**config.mk**
```make
export PLATFORM = sky130hd
export DESIGN_NAME = sfs_div
export DESIGN_NICKNAME = d
export VERILOG_FILES = /design/src/sprite_frame_sequencer_unit_assert.svh /design/src/sfs_pkg.sv /design/src/sfs_div.sv
export SDC_FILE = /design/constraint.sdc
export NUM_CORES = 1
export LEC_CHECK = 0
export BUFFER_PORTS_ARGS = -buffer_cell sky130_fd_sc_hd__buf_2
export CAP_MARGIN = 10
export CORE_ASPECT_RATIO = 1.2
export CORE_MARGIN = 10
export CORE_UTILIZATION = 40
export DETAILED_ROUTE_END_ITERATION = 12
export SYNTH_ARGS = -nofsm -noshare
export SYNTH_HDL_FRONTEND = slang
export SYNTH_SLANG_ARGS = --single-unit
export TNS_END_PERCENT = 100
```
**constraint.sdc**
```tcl
create_clock -name clock -period 2.15 [get_ports clock]
set_input_delay 0.215 -clock clock [delete_from_list [all_inputs] [get_ports clock]]
set_output_delay 0.215 -clock clock [all_outputs]
set_load 0.01 [all_outputs]
```
**src/sprite_frame_sequencer_unit_assert.svh**
```systemverilog
// Assertion macros for the sprite frame sequencer unit.
`ifndef SPRITE_FRAME_SEQUENCER_UNIT_ASSERT_SVH
`define SPRITE_FRAME_SEQUENCER_UNIT_ASSERT_SVH
`ifndef SYNTHESIS
`define SFS_ASSERT_SAME(name, clk, rst, ante, cons) \
   name: assert property (@(posedge clk) disable iff (rst) (ante) |-> (cons)) \
      else $error("sfs: same-cycle check failed");
`define SFS_ASSERT_NEXT(name, clk, rst, ante, cons) \
   name: assert property (@(posedge clk) disable iff (rst) (ante) |=> (cons)) \
      else $error("sfs: next-cycle check failed");
`else
`define SFS_ASSERT_SAME(name, clk, rst, ante, cons)
`define SFS_ASSERT_NEXT(name, clk, rst, ante, cons)
`endif
`endif

```
**src/sfs_pkg.sv**
```systemverilog
// Shared types and constants of the sprite frame sequencer.
package sfs_pkg;

   // Storage geometry
   localparam int NUM_SETS   = 8;
   localparam int SET_DEPTH  = 64;
   localparam int FRAME_BITS = 10;
   localparam int SET_BITS   = 3;
   localparam int POS_BITS   = 6;
   localparam int LEN_BITS   = 7;
   localparam int ADDR_BITS  = SET_BITS + POS_BITS;

   // Shared divider widths
   localparam int DIV_W     = 17;
   localparam int DIVISOR_W = 16;
   localparam int DIV_CNT_W = 5;

   // Register indexes of the csr port
   localparam logic [2:0] REG_FRAME_PERIOD  = 3'd0;
   localparam logic [2:0] REG_ACTIVE_SET    = 3'd1;
   localparam logic [2:0] REG_SHEET_COLUMNS = 3'd2;
   localparam logic [2:0] REG_SHEET_ROWS    = 3'd3;
   localparam logic [2:0] REG_FRAME_WIDTH   = 3'd4;
   localparam logic [2:0] REG_FRAME_HEIGHT  = 3'd5;

   // Request modes
   localparam logic [1:0] MODE_ADVANCE = 2'd0;
   localparam logic [1:0] MODE_DRAW    = 2'd1;
   localparam logic [1:0] MODE_SET_POS = 2'd2;
   localparam logic [1:0] MODE_WRITE   = 2'd3;

   typedef struct packed {
      logic [1:0]            mode;
      logic [15:0]           time_step;
      logic [FRAME_BITS-1:0] frame_number;
      logic [SET_BITS-1:0]   set_number;
      logic [POS_BITS-1:0]   position;
      logic                  is_last;
   } req_type;

   typedef struct packed {
      logic [19:0]           sheet_x;
      logic [19:0]           sheet_y;
      logic [FRAME_BITS-1:0] frame_shown;
      logic [POS_BITS-1:0]   position_now;
      logic                  advanced;
   } rsp_type;

   // Divider command and status
   typedef struct packed {
      logic                 start;
      logic [DIV_CNT_W-1:0] nbits;
      logic [DIV_W-1:0]     dividend;
      logic [DIVISOR_W-1:0] divisor;
   } div_req_type;

   typedef struct packed {
      logic                 done;
      logic [DIV_W-1:0]     quotient;
      logic [DIVISOR_W-1:0] remainder;
   } div_rsp_type;

endpackage

```
**src/sfs_div.sv**
```systemverilog
// Restoring divider, one quotient bit per cycle, shared by all divisions.
module sfs_div (
   input  logic                clock,
   input  logic                reset,
   input  sfs_pkg::div_req_type div_req,
   output sfs_pkg::div_rsp_type div_rsp
);
   import sfs_pkg::*;

   logic                 busy_ff;
   logic                 done_ff;
   logic [DIV_CNT_W-1:0] count_ff;
   logic [DIV_W-1:0]     dvd_ff;
   logic [DIV_W-1:0]     quo_ff;
   logic [DIVISOR_W-1:0] rem_ff;
   logic [DIVISOR_W-1:0] dsr_ff;

   logic [DIV_W-1:0]     trial;
   logic [DIV_W-1:0]     diff;
   logic                 fits;
   logic [DIVISOR_W-1:0] rem_in;

   // One restoring step
   always_comb begin
      trial  = {rem_ff, dvd_ff[DIV_W-1]};
      diff   = trial - {1'b0, dsr_ff};
      fits   = trial >= {1'b0, dsr_ff};
      rem_in = fits ? diff[DIVISOR_W-1:0] : trial[DIVISOR_W-1:0];
   end

   // Control
   always_ff @(posedge clock) begin
      if (reset) begin
         busy_ff  <= 1'b0;
         done_ff  <= 1'b0;
         count_ff <= '0;
      end else begin
         done_ff <= 1'b0;
         if (div_req.start) begin
            busy_ff  <= 1'b1;
            count_ff <= div_req.nbits;
         end else if (busy_ff) begin
            count_ff <= count_ff - 1'b1;
            if (count_ff == DIV_CNT_W'(1)) begin
               busy_ff <= 1'b0;
               done_ff <= 1'b1;
            end
         end
      end
   end

   // Datapath; dividend is left-aligned so only nbits steps are needed
   always_ff @(posedge clock) begin
      if (div_req.start) begin
         dvd_ff <= DIV_W'(div_req.dividend << (DIV_CNT_W'(DIV_W) - div_req.nbits));
         dsr_ff <= div_req.divisor;
         rem_ff <= '0;
         quo_ff <= '0;
      end else if (busy_ff) begin
         dvd_ff <= {dvd_ff[DIV_W-2:0], 1'b0};
         rem_ff <= rem_in;
         quo_ff <= {quo_ff[DIV_W-2:0], fits};
      end
   end

   assign div_rsp.done      = done_ff;
   assign div_rsp.quotient  = quo_ff;
   assign div_rsp.remainder = rem_ff;

endmodule

```
==> impl_metrics.yaml <==
grt:
  grt_max_degree: 39
  overflow: 0
  grt_pass1_wl_um: 20000
  grt_antenna_before_repair: 0
  grt_pass1_vias: 4248
  grtUsageTotal_pct: 15.7
cts:
  htree_levels: 3
  cts.sinks: 73
  cts-hold-fix-buffers: 0
  cts_root_buf: "clkbuf_16"
  clk_pin_slew_ps: 60
  tritoncts: "done"
  cts_buffers: 9
  clockBufferDepth: 2
  clk_latency_ps: 340
route:
  viasPerCell: 5.48
  routed-via-count: 4064
  drtPass1Iterations: 4
  routed_wl_um: 12200
  drcViolationCount: 0
  drt-initial-drc-count: 231
  routedWlPerCell_um: 16.5
  ant_nets: 0
floorplan:
  core.rowCount: 42
  die_h_um: 135
  coreArea_um2: 10900
  die-area_um2: 15700
  start_util_pct: 40.4
  dieWidth_um: 116
  io_pins: 75
power_and_ir_drop:
  power.internal_mw: 3.09
  swShare_pct: 26.1
  p_total_mw: 4.18
  comb_power_share_pct: 21.1
  power_frac_seq_pct: 37.9
  p_sw_mw: 1.09
  p_leak_nw: 2.64
  power_frac_clock_pct: 41.0
  power_density_nw_per_um2: 707
  vdd_drop_max_mv: 0.373
placement:
  pre_cts_slack_ps: -333
  place_area_um2: 5380
  dp_hpwl_um: 9190
  gp_congestion: 0.880
  portBuffers: 74
  post-place-cells: 719
timing:
  fin_worst_skew_ps: 6.78
  rsz0062_at_grt: "yes"
  setup_ws_ps: -272
  worstMarginPinSlew_ps: 1010
  final.setup.tns_ps: -3710
  whs_ps: 51.3
  slew_headroom_pct: 32.3
  finalHoldViolCount: 0
  max_freq_ghz: 0.413
  finalCritPeriodShare_pct: 113
  final-max-slew-violation-count: 0
  setup_viol: 17
  timing.final.crit_period_ps: 2420
flow_run:
  drv_cap: 0
synth:
  synth.area.top_cells: "edfxtp_1, dfxtp_1, mux2i_1"
  ys_ff_latch: 73
  synth_top_cell_by_area: "edfxtp_1"
  netlist_instances: 471
  synth_area_um2: 4420
  postSynthAreaPerCell_um2: 9.38
  seq_area_frac_synth_pct: 40.5
  synth_cell_types: 55
  synth_commonest_cells: "nor2_1, nand2_1, inv_1"
  synth_fp_nets: 532
  ys_async_sr_fraction_pct: 0
  yosysTopAreaCellShare_pct: 22.4
  yosysWarnings: 0
  yosysMostFrequentCell: "nor2_1"
  synth_edf_count: 33
  ys.flop_type: "dfxtp_1"
status:
  violations: "negative setup slack"
  status: "complete, but fails checks"
finish:
  finalInstanceArea_um2: 5910
  drive_gt1_share_pct: 33.1
  post-route-util_pct: 54.1
  ff_latch_area_um2: 1790
  fillers: 1006
  stdcell_count: 742
  syn_to_final_growth_pct: 33.8
  multi_input_area_um2: 2490
  layout.nets: 666
  antenna_cells: 0
worst_setup_path:
  worst-path-max-fanout: 4
  worstPathArrival_ps: 2700
  cp_data_required_time_ps: 2430
  startpoint_type: "flop"
  crit_type: "flop to flop"
  cp-end-kind: "flop"
hold_path:
  hold_path_class: "input port to flop"
power groups by stage:
stage / sequential (mW) / clock, mW / combinational (mW)
floorplan: 1.62 / 0 / 0.516
global placement: 1.61 / 0 / 0.817
detailed placement: 1.62 / 0 / 0.831
CTS: 1.59 / 1.74 / 0.879
global route: 1.60 / 1.78 / 0.974
finish: 1.59 / 1.71 / 0.883
flip-flops by register name (all words and copies together), names as in the netlist:
signal,flops
rem_ff,16
dvd_ff,17
done_ff,1
quo_ff,17
busy_ff,1
dsr_ff,16
count_ff,5
final timing paths:
check,start,end,slack (ps),depth (start not counted)
worst min-delay path,div_req[14],dsr_ff[14],50,1
worst min register to register,quo_ff[0],quo_ff[0],470,2
worst max register to register,dsr_ff[1],rem_ff[10],-270,10
worst max-delay path,dsr_ff[1],rem_ff[10],-270,10
final cells by class:
| class | count | share of cell area (%) |
|---|---|---|
| multi-input cells | 331 | 42.1 |
| flip-flops and latches | 73 | 30.3 |
| repair buffers | 146 | 16.3 |
| clock buffers | 10 | 3.87 |
| inverters | 44 | 2.79 |
| well taps | 132 | 2.79 |
| clock inverters | 6 | 1.82 |
metal layers:
| metal | vias up | global-route usage (%) | share of wire [%] |
|---|---|---|---|
| met2 | 109 | 28.4 | 53 |
| met1 | 1928 | 16.5 | 39 |
| li1 | 1996 | - | - |
| met5 | - | 0 | 0 |
| met3 | 31 | 3.77 | 4.9 |
| met4 | 0 | 8.01 | 3.0 |
cells in the final DEF (no fill, tap or decap), drive strengths merged, types with 9 or more instances in the layout:
| cell | n |
|---|---|
| dfxtp | 40 |
| nor3 | 9 |
| ha | 19 |
| nor2 | 46 |
| mux4 | 9 |
| clkbuf | 10 |
| buf | 146 |
| inv | 43 |
| o22ai | 12 |
| a21oi | 28 |
| mux2i | 34 |
| edfxtp | 33 |
| o211ai | 9 |
| a211oi | 10 |
| nand2 | 45 |
| o21ai | 19 |
| xnor2 | 11 |
| nand3 | 10 |
worst max-delay path: stages, from the launching register on:
cell      delay (ps)
edfxtp_1         380
inv_2             60
ha_4             280
nand2b_4          50
a221o_1          310
a2111o_1         430
buf_4            160
a31o_4           240
buf_4            150
a21oi_2          150
a221o_1          160
kinds of logic after synthesis:
group,Yosys count,share of synthesized area (%)
adder cells (fa/ha/maj),20,5.83
multiplexers,46,13.1
buffers and inverters,67,6.34
AO/OA/AOI/OAI,112,17.2
XOR/XNOR,14,2.77
AND/OR/NAND/NOR,139,14.3
flip-flops,73,40.5
what timing repair did:
action                     CTS  global route
resized for setup           26             6
setup endpoints to repair   17            17
pin swaps                   12             5
buffers inserted             4             3
cloned                       1             0
(Power assumes the default switching activity.)
